### config.mk
export PLATFORM = sky130hd
export DESIGN_NAME = syn_scan_detector_flat
export DESIGN_NICKNAME = d
export VERILOG_FILES = /design/src/rtl/ssd_pkg.sv /design/src/rtl/ssd_if.sv /design/src/rtl/ssd_ram.sv /design/src/rtl/ssd_engine.sv /design/src/rtl/syn_scan_detector.sv /design/src/flat_wrapper.sv
export SDC_FILE = /design/constraint.sdc
export NUM_CORES = 2
export LEC_CHECK = 0
export BUFFER_PORTS_ARGS = -buffer_cell sky130_fd_sc_hd__buf_2
export CORE_AREA = 2 2 557 559
export DETAILED_ROUTE_END_ITERATION = 8
export DIE_AREA = 0 0 559 561
export REMOVE_ABC_BUFFERS = 1
export SYNTH_ARGS = -nofsm -noshare
export SYNTH_HDL_FRONTEND = slang
export SYNTH_SLANG_ARGS = --single-unit
### constraint.sdc
create_clock -name clk_i -period 12.27 [get_ports clk_i]
set_input_delay 0 -clock clk_i [delete_from_list [all_inputs] [get_ports clk_i]]
set_output_delay 0 -clock clk_i [all_outputs]
set_load 0.01 [all_outputs]
### src/rtl/ssd_pkg.sv
package ssd_pkg;

  // Table geometry and counter width.
  localparam int TableEntries = 32;
  localparam int CountBits    = 16;
  localparam int IdxW         = (TableEntries > 1) ? $clog2(TableEntries) : 1;
  localparam int UsedW        = $clog2(TableEntries + 1);

  // Field widths fixed by the interface.
  localparam int RatioW    = 4;
  localparam int OutCountW = 16;
  localparam int IpW       = 32;

  // Product of the ratio and a counter.
  localparam int ProdW = CountBits + RatioW;

  localparam logic [RatioW-1:0]    RatioReset = RatioW'(3);
  localparam logic [15:0]          EthIpv4    = 16'h0800;
  localparam logic [7:0]           ProtoTcp   = 8'd6;
  localparam logic [CountBits-1:0] CountMax   = {CountBits{1'b1}};

  // Input item kinds.
  localparam logic KindPacket = 1'b0;
  localparam logic KindReport = 1'b1;

  typedef enum logic [1:0] {
    StIgnored = 2'd0,
    StCounted = 2'd1,
    StNew     = 2'd2,
    StFull    = 2'd3
  } pkt_status_e;

  // One stored host entry.
  typedef struct packed {
    logic [IpW-1:0]       host;
    logic [CountBits-1:0] syn;
    logic [CountBits-1:0] synack;
  } entry_t;

  localparam int EntryW = $bits(entry_t);

  // One result beat.
  typedef struct packed {
    pkt_status_e          packet_status;
    logic                 suspect_valid;
    logic [IpW-1:0]       suspect_ip;
    logic [OutCountW-1:0] syn_total;
    logic [OutCountW-1:0] synack_total;
    logic                 last;
  } out_beat_t;

  // Engine status seen by the top level.
  typedef struct packed {
    logic             idle;
    logic [UsedW-1:0] used;
  } eng_stat_t;

  // Saturating increment of a counter.
  function automatic logic [CountBits-1:0] sat_inc(logic [CountBits-1:0] v);
    logic [CountBits-1:0] r;
    r = (v == CountMax) ? v : v + 1'b1;
    return r;
  endfunction

  // Clamp a counter to the width of the result fields.
  function automatic logic [OutCountW-1:0] sat_total(logic [CountBits-1:0] v);
    logic [CountBits+OutCountW-1:0] w;
    logic [OutCountW-1:0]           r;
    w = (CountBits + OutCountW)'(v);
    if (w > (CountBits + OutCountW)'({OutCountW{1'b1}})) begin
      r = {OutCountW{1'b1}};
    end else begin
      r = w[OutCountW-1:0];
    end
    return r;
  endfunction

endpackage

### src/rtl/ssd_if.sv
// Input channel: parsed packet headers and report requests.
interface ssd_in_if;
  logic        valid;
  logic        ready;
  logic        kind;
  logic [15:0] eth_type;
  logic [7:0]  ip_protocol;
  logic [31:0] source_ip;
  logic [31:0] dest_ip;
  logic        syn_flag;
  logic        ack_flag;

  modport source (
    output valid, kind, eth_type, ip_protocol, source_ip, dest_ip, syn_flag, ack_flag,
    input  ready
  );

  modport sink (
    input  valid, kind, eth_type, ip_protocol, source_ip, dest_ip, syn_flag, ack_flag,
    output ready
  );
endinterface

// Output channel: packet status and suspect reports.
interface ssd_out_if;
  logic        valid;
  logic        ready;
  logic [1:0]  packet_status;
  logic        suspect_valid;
  logic [31:0] suspect_ip;
  logic [15:0] syn_total;
  logic [15:0] synack_total;
  logic        last;

  modport source (
    output valid, packet_status, suspect_valid, suspect_ip, syn_total, synack_total, last,
    input  ready
  );

  modport sink (
    input  valid, packet_status, suspect_valid, suspect_ip, syn_total, synack_total, last,
    output ready
  );
endinterface

### src/rtl/ssd_ram.sv
module ssd_ram #(
  parameter int Width = 8,
  parameter int Depth = 16
) (
  input  logic                                     clk_i,
  input  logic                                     we_i,
  input  logic [((Depth > 1) ? $clog2(Depth) : 1)-1:0] waddr_i,
  input  logic [Width-1:0]                         wdata_i,
  input  logic                                     re_i,
  input  logic [((Depth > 1) ? $clog2(Depth) : 1)-1:0] raddr_i,
  output logic [Width-1:0]                         rdata_o
);

  logic [Width-1:0] mem_q [Depth];
  logic [Width-1:0] rdata_q;

  // One write port and one registered read port.
  always_ff @(posedge clk_i) begin
    if (we_i) begin
      mem_q[waddr_i] <= wdata_i;
    end
    if (re_i) begin
      rdata_q <= mem_q[raddr_i];
    end
  end

  assign rdata_o = rdata_q;

endmodule

### src/rtl/ssd_engine.sv
module ssd_engine import ssd_pkg::*; (
  input  logic              clk_i,
  input  logic              rst_ni,
  input  logic [RatioW-1:0] scan_ratio_i,
  ssd_in_if.sink            in_i,
  ssd_out_if.source         out_o,
  output logic              ram_we_o,
  output logic [IdxW-1:0]   ram_waddr_o,
  output entry_t            ram_wdata_o,
  output logic              ram_re_o,
  output logic [IdxW-1:0]   ram_raddr_o,
  input  entry_t            ram_rdata_i,
  output eng_stat_t         stat_o
);

  typedef enum logic [5:0] {
    S_IDLE    = 6'b000001,
    S_SEARCH  = 6'b000010,
    S_PUSH    = 6'b000100,
    S_REP_RD  = 6'b001000,
    S_REP_CHK = 6'b010000,
    S_REP_END = 6'b100000
  } state_e;

  state_e               state_q, state_d;
  logic [UsedW-1:0]     used_q, used_d;
  logic [UsedW-1:0]     issue_q, issue_d;
  logic                 rd_valid_q, rd_valid_d;
  logic [IdxW-1:0]      rd_idx_q, rd_idx_d;
  logic [IpW-1:0]       host_q, host_d;
  logic                 is_syn_q, is_syn_d;
  pkt_status_e          status_q, status_d;
  logic [UsedW-1:0]     walk_q, walk_d;
  logic                 pend_valid_q, pend_valid_d;
  entry_t               pend_q, pend_d;
  logic                 out_valid_q, out_valid_d;
  out_beat_t            out_q, out_d;

  logic                 in_fire;
  logic                 slot_free;
  logic                 counted;
  logic                 table_full;
  logic                 hit;
  logic                 miss;
  logic [UsedW-1:0]     walk_m1;
  logic [ProdW-1:0]     ratio_prod;
  logic                 suspect;
  entry_t               new_entry;
  entry_t               inc_entry;

  assign in_fire    = in_i.valid && in_i.ready;
  assign slot_free  = !out_valid_q || out_o.ready;
  assign table_full = (used_q == UsedW'(TableEntries));
  assign walk_m1    = walk_q - 1'b1;

  // A packet counts when it is an IPv4 TCP segment with SYN set.
  assign counted = (in_i.eth_type == EthIpv4) && (in_i.ip_protocol == ProtoTcp) &&
                   in_i.syn_flag;

  // Search outcome: a returned entry matches, or every entry has been compared.
  assign hit  = rd_valid_q && (ram_rdata_i.host == host_q);
  assign miss = !rd_valid_q && (issue_q == used_q);

  // Suspect test on the entry read during the report walk.
  assign ratio_prod = ProdW'(scan_ratio_i) * ProdW'(ram_rdata_i.synack);
  assign suspect    = ProdW'(ram_rdata_i.syn) > ratio_prod;

  // Fresh entry and updated entry for the write-back.
  always_comb begin
    new_entry.host   = host_q;
    new_entry.syn    = is_syn_q ? CountBits'(1) : '0;
    new_entry.synack = is_syn_q ? '0 : CountBits'(1);
    inc_entry        = ram_rdata_i;
    if (is_syn_q) begin
      inc_entry.syn = sat_inc(ram_rdata_i.syn);
    end else begin
      inc_entry.synack = sat_inc(ram_rdata_i.synack);
    end
  end

  // Sequencer.
  always_comb begin
    state_d      = state_q;
    used_d       = used_q;
    issue_d      = issue_q;
    rd_valid_d   = 1'b0;
    rd_idx_d     = rd_idx_q;
    host_d       = host_q;
    is_syn_d     = is_syn_q;
    status_d     = status_q;
    walk_d       = walk_q;
    pend_valid_d = pend_valid_q;
    pend_d       = pend_q;
    out_d        = out_q;
    out_valid_d  = out_valid_q && !out_o.ready;
    ram_we_o     = 1'b0;
    ram_waddr_o  = rd_idx_q;
    ram_wdata_o  = inc_entry;
    ram_re_o     = 1'b0;
    ram_raddr_o  = issue_q[IdxW-1:0];

    case (state_q)
      S_IDLE: begin
        if (in_fire) begin
          if (in_i.kind == KindReport) begin
            walk_d       = used_q;
            pend_valid_d = 1'b0;
            state_d      = S_REP_RD;
          end else if (!counted) begin
            status_d = StIgnored;
            state_d  = S_PUSH;
          end else begin
            is_syn_d = !in_i.ack_flag;
            host_d   = in_i.ack_flag ? in_i.dest_ip : in_i.source_ip;
            issue_d  = '0;
            state_d  = S_SEARCH;
          end
        end
      end

      S_SEARCH: begin
        if (hit) begin
          ram_we_o = 1'b1;
          status_d = StCounted;
          state_d  = S_PUSH;
        end else if (miss) begin
          if (table_full) begin
            status_d = StFull;
          end else begin
            ram_we_o    = 1'b1;
            ram_waddr_o = used_q[IdxW-1:0];
            ram_wdata_o = new_entry;
            used_d      = used_q + 1'b1;
            status_d    = StNew;
          end
          state_d = S_PUSH;
        end else if (issue_q < used_q) begin
          // Issue the next entry; its data returns in the following cycle.
          ram_re_o   = 1'b1;
          rd_valid_d = 1'b1;
          rd_idx_d   = issue_q[IdxW-1:0];
          issue_d    = issue_q + 1'b1;
        end
      end

      S_PUSH: begin
        if (slot_free) begin
          out_d               = '0;
          out_d.packet_status = status_q;
          out_d.last          = 1'b1;
          out_valid_d         = 1'b1;
          state_d             = S_IDLE;
        end
      end

      S_REP_RD: begin
        // Walk from the newest entry down to the oldest.
        if (walk_q == '0) begin
          state_d = S_REP_END;
        end else begin
          ram_re_o    = 1'b1;
          ram_raddr_o = walk_m1[IdxW-1:0];
          walk_d      = walk_m1;
          state_d     = S_REP_CHK;
        end
      end

      S_REP_CHK: begin
        // One suspect is held back so that the final beat can carry last.
        if (!suspect) begin
          state_d = S_REP_RD;
        end else if (!pend_valid_q) begin
          pend_valid_d = 1'b1;
          pend_d       = ram_rdata_i;
          state_d      = S_REP_RD;
        end else if (slot_free) begin
          out_d               = '0;
          out_d.suspect_valid = 1'b1;
          out_d.suspect_ip    = pend_q.host;
          out_d.syn_total     = sat_total(pend_q.syn);
          out_d.synack_total  = sat_total(pend_q.synack);
          out_valid_d         = 1'b1;
          pend_d              = ram_rdata_i;
          state_d             = S_REP_RD;
        end
      end

      S_REP_END: begin
        if (slot_free) begin
          out_d      = '0;
          out_d.last = 1'b1;
          if (pend_valid_q) begin
            out_d.suspect_valid = 1'b1;
            out_d.suspect_ip    = pend_q.host;
            out_d.syn_total     = sat_total(pend_q.syn);
            out_d.synack_total  = sat_total(pend_q.synack);
          end
          out_valid_d = 1'b1;
          state_d     = S_IDLE;
        end
      end

      default: begin
        state_d = S_IDLE;
      end
    endcase
  end

  // Control registers.
  always_ff @(posedge clk_i or negedge rst_ni) begin
    if (!rst_ni) begin
      state_q      <= S_IDLE;
      used_q       <= '0;
      rd_valid_q   <= 1'b0;
      pend_valid_q <= 1'b0;
      out_valid_q  <= 1'b0;
    end else begin
      state_q      <= state_d;
      used_q       <= used_d;
      rd_valid_q   <= rd_valid_d;
      pend_valid_q <= pend_valid_d;
      out_valid_q  <= out_valid_d;
    end
  end

  // Payload and working registers.
  always_ff @(posedge clk_i) begin
    issue_q  <= issue_d;
    rd_idx_q <= rd_idx_d;
    host_q   <= host_d;
    is_syn_q <= is_syn_d;
    status_q <= status_d;
    walk_q   <= walk_d;
    pend_q   <= pend_d;
    out_q    <= out_d;
  end

  assign in_i.ready          = (state_q == S_IDLE);
  assign out_o.valid         = out_valid_q;
  assign out_o.packet_status = out_q.packet_status;
  assign out_o.suspect_valid = out_q.suspect_valid;
  assign out_o.suspect_ip    = out_q.suspect_ip;
  assign out_o.syn_total     = out_q.syn_total;
  assign out_o.synack_total  = out_q.synack_total;
  assign out_o.last          = out_q.last;

  assign stat_o.idle = (state_q == S_IDLE);
  assign stat_o.used = used_q;

endmodule

### src/rtl/syn_scan_detector.sv
// Channel   Dir  Beat contents
// in_i      in   kind, eth_type, ip_protocol, source_ip, dest_ip, syn_flag, ack_flag
// out_o     out  packet_status, suspect_valid, suspect_ip, syn_total, synack_total, last
// cfg       in   cfg_we_i strobe, cfg_wdata_i carries scan_ratio
//
// A counted packet is compared against each stored host in turn until a hit: the host table
// sits in one memory with a single read port, compared one entry per cycle. An ignored
// packet goes straight to its status beat; a report reads every stored host, newest first.
// A new item is accepted only once the engine is back in idle.
// Reset clears the entry count and the control state; there is no clearing pass.
// A stalled output holds the engine only when a new beat must be loaded.
module syn_scan_detector import ssd_pkg::*; (
  input  logic              clk_i,
  input  logic              rst_ni,
  input  logic              cfg_we_i,
  input  logic [RatioW-1:0] cfg_wdata_i,
  ssd_in_if.sink            in_i,
  ssd_out_if.source         out_o
);

  logic [RatioW-1:0] scan_ratio_q;
  logic              ram_we;
  logic [IdxW-1:0]   ram_waddr;
  entry_t            ram_wdata;
  logic              ram_re;
  logic [IdxW-1:0]   ram_raddr;
  entry_t            ram_rdata;
  eng_stat_t         stat;

  // Ratio register.
  always_ff @(posedge clk_i or negedge rst_ni) begin
    if (!rst_ni) begin
      scan_ratio_q <= RatioReset;
    end else if (cfg_we_i) begin
      scan_ratio_q <= cfg_wdata_i;
    end
  end

  // Host table: address and both counters in one word per entry.
  ssd_ram #(
    .Width (EntryW),
    .Depth (TableEntries)
  ) u_table (
    .clk_i   (clk_i),
    .we_i    (ram_we),
    .waddr_i (ram_waddr),
    .wdata_i (ram_wdata),
    .re_i    (ram_re),
    .raddr_i (ram_raddr),
    .rdata_o (ram_rdata)
  );

  ssd_engine u_engine (
    .clk_i        (clk_i),
    .rst_ni       (rst_ni),
    .scan_ratio_i (scan_ratio_q),
    .in_i         (in_i),
    .out_o        (out_o),
    .ram_we_o     (ram_we),
    .ram_waddr_o  (ram_waddr),
    .ram_wdata_o  (ram_wdata),
    .ram_re_o     (ram_re),
    .ram_raddr_o  (ram_raddr),
    .ram_rdata_i  (ram_rdata),
    .stat_o       (stat)
  );

`ifndef ASSERT_OFF
  // The entry count never passes the table size.
  a_used_bound: assert property (@(posedge clk_i) disable iff (!rst_ni)
    stat.used <= UsedW'(TableEntries))
    else $error("entry count beyond table size");

  // The entry count only moves together with a table write.
  a_used_write: assert property (@(posedge clk_i) disable iff (!rst_ni)
    !$stable(stat.used) |-> $past(ram_we))
    else $error("entry count changed without a table write");

  // New items enter only while idle and never during a write-back.
  a_accept_idle: assert property (@(posedge clk_i) disable iff (!rst_ni)
    (in_i.valid && in_i.ready) |-> (stat.idle && !ram_we))
    else $error("item accepted while busy");

  // A beat that is not the last of its item always names a suspect.
  a_mid_suspect: assert property (@(posedge clk_i) disable iff (!rst_ni)
    (out_o.valid && !out_o.last) |-> out_o.suspect_valid)
    else $error("non-final beat without suspect");
`endif

endmodule

### src/flat_wrapper.sv
// flat-port wrapper written by rule: the top's interface ports become plain ports
module syn_scan_detector_flat import ssd_pkg::*;
  (clk_i, rst_ni, cfg_we_i, cfg_wdata_i, in_i_valid, in_i_kind, in_i_eth_type, in_i_ip_protocol, in_i_source_ip, in_i_dest_ip, in_i_syn_flag, in_i_ack_flag, in_i_ready, out_o_valid, out_o_packet_status, out_o_suspect_valid, out_o_suspect_ip, out_o_syn_total, out_o_synack_total, out_o_last, out_o_ready);
  ssd_in_if in_i_i ();
  ssd_out_if out_o_i ();
  input  logic clk_i;
  input  logic rst_ni;
  input  logic cfg_we_i;
  input  logic [RatioW-1:0] cfg_wdata_i;
  input wire logic [$bits(in_i_i.valid)-1:0] in_i_valid;
  input wire logic [$bits(in_i_i.kind)-1:0] in_i_kind;
  input wire logic [$bits(in_i_i.eth_type)-1:0] in_i_eth_type;
  input wire logic [$bits(in_i_i.ip_protocol)-1:0] in_i_ip_protocol;
  input wire logic [$bits(in_i_i.source_ip)-1:0] in_i_source_ip;
  input wire logic [$bits(in_i_i.dest_ip)-1:0] in_i_dest_ip;
  input wire logic [$bits(in_i_i.syn_flag)-1:0] in_i_syn_flag;
  input wire logic [$bits(in_i_i.ack_flag)-1:0] in_i_ack_flag;
  output wire logic [$bits(in_i_i.ready)-1:0] in_i_ready;
  output wire logic [$bits(out_o_i.valid)-1:0] out_o_valid;
  output wire logic [$bits(out_o_i.packet_status)-1:0] out_o_packet_status;
  output wire logic [$bits(out_o_i.suspect_valid)-1:0] out_o_suspect_valid;
  output wire logic [$bits(out_o_i.suspect_ip)-1:0] out_o_suspect_ip;
  output wire logic [$bits(out_o_i.syn_total)-1:0] out_o_syn_total;
  output wire logic [$bits(out_o_i.synack_total)-1:0] out_o_synack_total;
  output wire logic [$bits(out_o_i.last)-1:0] out_o_last;
  input wire logic [$bits(out_o_i.ready)-1:0] out_o_ready;
  assign in_i_i.valid = in_i_valid;
  assign in_i_i.kind = in_i_kind;
  assign in_i_i.eth_type = in_i_eth_type;
  assign in_i_i.ip_protocol = in_i_ip_protocol;
  assign in_i_i.source_ip = in_i_source_ip;
  assign in_i_i.dest_ip = in_i_dest_ip;
  assign in_i_i.syn_flag = in_i_syn_flag;
  assign in_i_i.ack_flag = in_i_ack_flag;
  assign in_i_ready = in_i_i.ready;
  assign out_o_valid = out_o_i.valid;
  assign out_o_packet_status = out_o_i.packet_status;
  assign out_o_suspect_valid = out_o_i.suspect_valid;
  assign out_o_suspect_ip = out_o_i.suspect_ip;
  assign out_o_syn_total = out_o_i.syn_total;
  assign out_o_synack_total = out_o_i.synack_total;
  assign out_o_last = out_o_i.last;
  assign out_o_i.ready = out_o_ready;
  syn_scan_detector u_core (.clk_i(clk_i), .rst_ni(rst_ni), .cfg_we_i(cfg_we_i), .cfg_wdata_i(cfg_wdata_i), .in_i(in_i_i), .out_o(out_o_i));
endmodule
# After elaboration in Yosys (flattened, before gate mapping)
# Memory sizes are Yosys's and may differ from the RTL's. A register that Yosys moved wholly into a read port is not among the register bits.
# Cells that the tools add are included.
# totals
regBits,203
mem_bits_rw,2048
inputBits,100
elab_cells,167
n_memories,1
# mem_list
memory,depth,width,rd,rd_clocked_by_memory_dff,write_ports,line,text
u_core.u_table.mem_q,32,64,1,1,1,ssd_ram.sv:14,logic [Width-1:0] mem_q [Depth];
# op_classes
addsub,5
mul,1
n_lt_le_gt_ge,2
n_eq_ne,31
n_mux,75
bitwise_logic,4
reduce_logical,27
# op_table
op,n
two-way mux 64 bit,6
two-way mux 68 bit,5
case mux 68 bit (3 select lines),1
two-way mux 6 bit,17
two-way mux 65 bit,1
two-way mux 16 bit,4
adder 16 x 1 -> 16 bit (second input constant),2
equality test 16 bit (second input constant),2
equality test 32 bit,1
two-way mux 32 bit,1
two-way mux 5 bit,6
case mux 6 bit (5 select lines),1
!= test 2 bit (second input constant),12
case mux 6 bit (2 select lines),2
AND reduction 4 bit,6
> comparator 16 x 20 -> 1 bit,1
multiplier 4 x 16 -> 20 bit,1
two-way mux 1 bit,20
equality test 16 x 12 -> 1 bit (second input constant),1
adder 6 x 1 -> 6 bit (second input constant),2
equality test 6 bit (second input constant),2
two-way mux 2 bit,5
equality test 8 x 3 -> 1 bit (second input constant),1
!= test 2 x 1 -> 1 bit (second input constant),4
other kinds (26),41

# Depth between registers and ports, before layout
# depth
word_depth,7
mapped_depth,23

# Modules after synthesis
# Synthesis repeated with hierarchy kept, for this count alone.
# unflattened
hier_cells,4194
hier_area_um2,91477.7
# by_module_without_submodules
module,n_inst,cells_per_inst,area_per_inst_um2,seq_area_each_um2
ssd_ram,1,3096,79605.1,63420.8
ssd_engine,1,1090,11725.0,5901.9
syn_scan_detector,1,8,147.6,102.6

# Worst setup path before layout
# Ideal clock, no wire load.
# synth_path
kind,register -> register
startpoint,reg u_core.scan_ratio_q[1]
endpoint,reg u_core.u_engine.pend_q[0] (netlist bit) (enable)
setup_ns,0.507
arrival_ns,7.993
slack_ns,3.771
path_stages_with_launch,21
path_buffers,1
synth_period_minus_slack_ns,8.499
path_cell_list,dfstp_2 > clkbuf_1 > nand2_1 > fa_1 > fa_1 > inv_1 > fa_1 > a211oi_1 > o21ai_0 > a31oi_1 > o21bai_1 > a21oi_1 > xor2_1 > ha_1 > nand4_1 > nor4_1 > or3_1 > a211oi_1 > nand4_1 > or4_1 > a21oi_1
# synth_via
elab_chain_cells,3
# synth_lines
item,line,text
"start, declared",syn_scan_detector.sv:21,logic [RatioW-1:0] scan_ratio_q;
"start signal, assigned",syn_scan_detector.sv:33,scan_ratio_q <= RatioReset;
"start signal, assigned",syn_scan_detector.sv:35,scan_ratio_q <= cfg_wdata_i;
multiplier 4 x 16 -> 20 bit,ssd_engine.sv:65,assign ratio_prod = ProdW'(scan_ratio_i) * ProdW'(ram_rdata_i.synack);
> comparator 16 x 20 -> 1 bit,ssd_engine.sv:66,assign suspect = ProdW'(ram_rdata_i.syn) > ratio_prod;
AND reduction 3 bit (no source line),n/a,
"end signal, assigned",ssd_engine.sv:234,pend_q <= pend_d;
"end, declared",ssd_engine.sv:35,"entry_t pend_q, pend_d;"
# Every way passes these cells.
# A chain may end at the register's enable or synchronous reset.

# Worst setup path in the final report
# layout_path
startpoint,reg u_core.scan_ratio_q[1]
endpoint,"reg u_core.u_engine.out_q, in the netlist u_core.u_engine.out_o.suspect_ip[20] (enable)"
# layout_via
elab_chain_cells,4
# layout_lines
item,line,text
multiplier 4 x 16 -> 20 bit,ssd_engine.sv:65,
> comparator 16 x 20 -> 1 bit,ssd_engine.sv:66,
!= test 2 bit (no source line),n/a,
AND reduction 6 bit (no source line),n/a,
"end signal, assigned",ssd_engine.sv:235,out_q <= out_d;
"end, declared",ssd_engine.sv:37,"out_beat_t out_q, out_d;"
# Every way passes these cells.

==> results by group <==
Run status
  • Outcome: finished clean

Synthesis
  • Ys Warns: 0
  • Distinct cells, synth: 73
  • Async set-or-reset flop fraction in the synthesized netlist: less than 1%
  • Synthesized flop and latch total: between 2k and 2.5k
  • Count of mapped cells out of synthesis: ~5.6k
  • Post-synth EDFFs: around 2.3k
  • Netlist area before placement: 0.0918 mm2
  • Synth Flop Type: sky130_fd_sc_hd__edfxtp_1
  • Synth Area per Inst: approximately 17 um2
  • Sequential area share after synthesis: between 70% and 80%

Detailed routing
  • Routed length per instance: approximately 27 um
  • Routed wire length: 275000 um
  • Number of DRC markers after the initial detailed-route iteration: about 7k
  • Remaining design rule violation count: 0
  • Vias per Instance: about 5.2
  • Vias: around 53k
  • Iteration count of the initial detailed-routing pass: 5
  • Antenna viol nets, final: 0

Clock network
  • Clock buffer count from CTS: between 200 and 250
  • Clock slew at reported path FFs: roughly 0.060 ns
  • Root Buffer Master: sky130_fd_sc_hd__clkbuf_16
  • Count of buffers added by post-CTS timing repair for setup: 0
  • Clk_lat worst skew: between 0.9 and 1 ns
  • # H-tree levels: 4
  • CTS tree: built
  • Number of clock sinks seen by CTS: between 2k and 2.5k
  • Clock Path Buffers: 3

Run
  • Number of violations of the max-capacitance limit: 0

Floorplanning
  • Die span in y: 561 um
  • Effective utilization at floorplan: approximately 30%
  • CORE AREA: 0.308 mm2
  • Number of ports placed on the die boundary: 170
  • Std cell rows: 204
  • Die X-Extent: 559 um
  • Area of the die: ~0.31 mm2

Critical path
  • Startpoint of the worst-slack reg-to-reg timing path: u_core.scan_ratio_q[1]$_DFFE_PN1P_
  • Startpoint type of the worst setup path: register
  • Capture point of the worst reg-to-reg path: u_core.u_engine.out_o.suspect_ip[20]$_DFFE_PP_
  • Crit path to: u_core.u_engine.out_o.suspect_ip[20]$_DFFE_PP_
  • Category of the critical setup timing path: reg -> reg
  • Setup slack on the worst flop-to-flop path: 4.84 ns
  • Req. time, crit path: 12.73 ns
  • Launching instance or port of the critical path: u_core.scan_ratio_q[1]$_DFFE_PN1P_
  • Top fanout value on the critical path: 60
  • Reg2reg path depth: 21
  • Category of the worst setup path capture point: register
  • WP data arrival: 7.88 ns

Place
  • Worst-case setup slack after placement: slightly above 5 ns
  • Detailed Place HPWL: approximately 150000 um
  • Final Wtd Congestion: ~0.82
  • Cell count after placement: just under 10k
  • Total of buffers placed on input and output ports: between 150 and 200

Timing
  • Smallest setup slack after layout: about 4.8 ns
  • Highest clock frequency the design can meet: approximately 130 MHz
  • Fin Clk Skew: roughly 0.11 ns
  • Final number of setup-violating endpoints: 0
  • Max Slew Vio Count: 0
  • Slew at the pin with the worst max-slew slack: 1.35 ns
  • Remaining max-slew budget at the tightest pin: under 10%
  • Worst hold slack: between 0.08 and 0.09 ns
  • Fin. Hold Viols: 0
  • RSZ-0062 raised after global routing: no
  • Final cycle utilization of the critical path: 60.5%
  • Clock period minus worst slack: 7.43 ns

GRT
  • First-pass GRT wire length: around 390000 um
  • Antenna violations before repair: 16
  • Number of global-route vias before repair: ~52k
  • Maximum number of pins on one net before global-route repair: approximately 150
  • Combined global-route utilization of all metal layers: between 15 and 20%
  • Congestion Overflow GR: 0

Finish
  • Layout area overhead: 16.5%
  • Final net count: roughly 6.1k
  • Core Util, Final: 34.8%
  • Fraction of layout cells with a size suffix above 1: between 10% and 20%
  • Fin cells: between 10k and 15k

Power
  • Pleak: 34.3 nW
  • Pwr dens: about 200 mW/mm2
  • Worst vdd ir: 0.000186 V

Hold path
  • Class of the tightest hold or removal check: in -> reg
-- metrics by stage --
stage               power [W]  TNS, ns  instance area [um2]
global placement       0.0138        0                98100
finish                 0.0208        0               107000
global route           0.0215        0               107000
detailed placement     0.0138        0                98100
CTS                    0.0209        0               107000
floorplan              0.0132  -729.85                90400
-- final cells by class --
| type | instances | area [um2] |
|---|---|---|
| Timing Repair Buffer | 440 | 3290 |
| Fill cell | 28900 | 201000 |
| Multi-Input combinational cell | 2854 | 21200 |
| Clock buffer | 272 | 5880 |
| Tap cell | 4120 | 5150 |
| Sequential cell | 2315 | 69400 |
| Inverter | 80 | 300 |
| Clock inverter | 150 | 1720 |
| Antenna cell | 7 | 17.5 |
-- critical path: stages, from the launching register on --
cell and delay, ns:
sky130_fd_sc_hd__dfstp_2 0.69, sky130_fd_sc_hd__nand2_1 0.12, sky130_fd_sc_hd__fa_1 0.51, sky130_fd_sc_hd__fa_1 0.49, sky130_fd_sc_hd__inv_1 0.06, sky130_fd_sc_hd__fa_1 0.43
sky130_fd_sc_hd__a211oi_1 0.30, sky130_fd_sc_hd__o21ai_0 0.24, sky130_fd_sc_hd__a31oi_1 0.33, sky130_fd_sc_hd__o21bai_1 0.10, sky130_fd_sc_hd__a21oi_1 0.19, sky130_fd_sc_hd__xor2_1 0.18
sky130_fd_sc_hd__ha_1 0.25, sky130_fd_sc_hd__nand4_1 0.13, sky130_fd_sc_hd__nor4_1 0.08, sky130_fd_sc_hd__or3_1 0.34, sky130_fd_sc_hd__a211oi_1 0.25, sky130_fd_sc_hd__nand4_1 0.16
sky130_fd_sc_hd__nor4_1 0.50, sky130_fd_sc_hd__a21oi_1 0.25, sky130_fd_sc_hd__nor2_4 0.39, sky130_fd_sc_hd__buf_4 0.83
-- cells by family (layout without fill, tap and decap cells) --
group                    count (synthesis)  after routing  synth area share (%)
AO/OA/AOI/OAI                          586            586                  4.58
XOR/XNOR                                79             79                 0.753
adder cells (fa/ha/maj)                 80             80                  1.32
buffers and inverters                  388            942                  1.85
flip-flops                            2315           2315                  75.6
multiplexers                           301            301                  6.77
other                                    0              7                     0
AND/OR/NAND/NOR                       1808           1808                  9.14
-- cell usage in the layout, fill, tap and decap left out, drive strengths merged, types with 121 or more instances in the layout --
cell type / n
edfxtp: 2296
nand2: 946
buf: 319
nand3: 282
clkbuf: 272
mux4: 252
and2: 240
nand4: 147
a31oi: 138
a211oi: 136
a22oi: 126
dlygate4sd3: 121
-- cell usage after synthesis (24+ instances only) --
| cell type | n | area share [%] |
|---|---|---|
| sky130_fd_sc_hd__clkbuf_1 | 162 | 0.66 |
| sky130_fd_sc_hd__inv_1 | 80 | 0.33 |
| sky130_fd_sc_hd__fa_1 | 28 | 0.61 |
| sky130_fd_sc_hd__and2_1 | 221 | 1.5 |
| sky130_fd_sc_hd__edfxtp_1 | 2296 | 75 |
| sky130_fd_sc_hd__xor2_1 | 55 | 0.52 |
| sky130_fd_sc_hd__nand2_1 | 946 | 3.9 |
| sky130_fd_sc_hd__a31oi_1 | 137 | 0.93 |
| sky130_fd_sc_hd__mux4_2 | 252 | 6.2 |
| sky130_fd_sc_hd__o2111ai_1 | 64 | 0.61 |
| sky130_fd_sc_hd__nor2_1 | 91 | 0.37 |
| sky130_fd_sc_hd__nand3_1 | 282 | 1.5 |
| sky130_fd_sc_hd__buf_2 | 106 | 0.58 |
| sky130_fd_sc_hd__ha_1 | 52 | 0.71 |
| sky130_fd_sc_hd__o21ai_0 | 27 | 0.15 |
| sky130_fd_sc_hd__a21oi_1 | 33 | 0.18 |
| sky130_fd_sc_hd__xnor2_1 | 24 | 0.23 |
| sky130_fd_sc_hd__nand4_1 | 147 | 1.0 |
| sky130_fd_sc_hd__a211oi_1 | 136 | 1.1 |
| sky130_fd_sc_hd__buf_4 | 25 | 0.20 |
| sky130_fd_sc_hd__mux2_2 | 36 | 0.44 |
| sky130_fd_sc_hd__a22oi_1 | 126 | 1.0 |
-- timing repair --
item                                   4_1_cts  5_1_grt
endpoints found under the hold margin      116        0
setup endpoints to repair                    0        0
gates resized for setup                      0        0
hold buffers                               122        0
-- sequential cells by signal, indices dropped and copies added, names as in the netlist, 4 cells and up --
name                                count
u_core.scan_ratio_q                     4
u_core.u_table.rdata_o                 64
u_core.u_engine.pend_q                 64
u_core.u_engine.used_q                  6
u_core.u_engine.out_o.syn_total        16
u_core.u_engine.out_o.suspect_ip       32
u_core.u_engine.walk_q                  6
u_core.u_engine.issue_q                 6
u_core.u_engine.state_q                 6
u_core.u_engine.host_q                 32
u_core.u_engine.rd_idx_q                5
u_core.u_engine.out_o.synack_total     16
u_core.u_table.mem_q                 2048
-- metal layers --
layer,track usage [%],wire (um)
met1,22.6,110000
met2,28.0,132000
met3,2.83,23400
met4,6.23,10000
met5,0,20
-- worst min-delay path by stage --
| stage | endpoint | cells past startpoint | from | slack [ns] |
|---|---|---|---|---|
| 2_1_floorplan | u_core.scan_ratio_q[2]$_DFFE_PN0P_ | 0 | rst_ni | -0.30 |
| 4_1_cts | u_core.u_engine.host_q[0]$_DFFE_PP_ | 3 | in_i_source_ip[0] | 0.002 |
| 6_report | u_core.u_engine.host_q[0]$_DFFE_PP_ | 3 | in_i_source_ip[0] | 0.09 |
| 3_3_place_gp | u_core.u_engine.state_q[5]$_DFFE_PN0P_ | 1 | rst_ni | 0.02 |
| 5_1_grt | u_core.u_engine.host_q[0]$_DFFE_PP_ | 3 | in_i_source_ip[0] | 0.06 |
| 3_5_place_dp | u_core.u_engine.state_q[5]$_DFFE_PN0P_ | 1 | rst_ni | 0.03 |
-- power breakdown --
group / total, W / switching, W / leakage, nW / internal (W)
Sequential: 0.00924 / 0.000120 / 21.0 / 0.00912
Clock: 0.00709 / 0.00305 / 3.68 / 0.00404
Combinational: 0.00450 / 0.00304 / 9.60 / 0.00146
Total: 0.0208 / 0.00621 / 34.3 / 0.0146
Note: power is estimated with default switching activity, not from simulation.
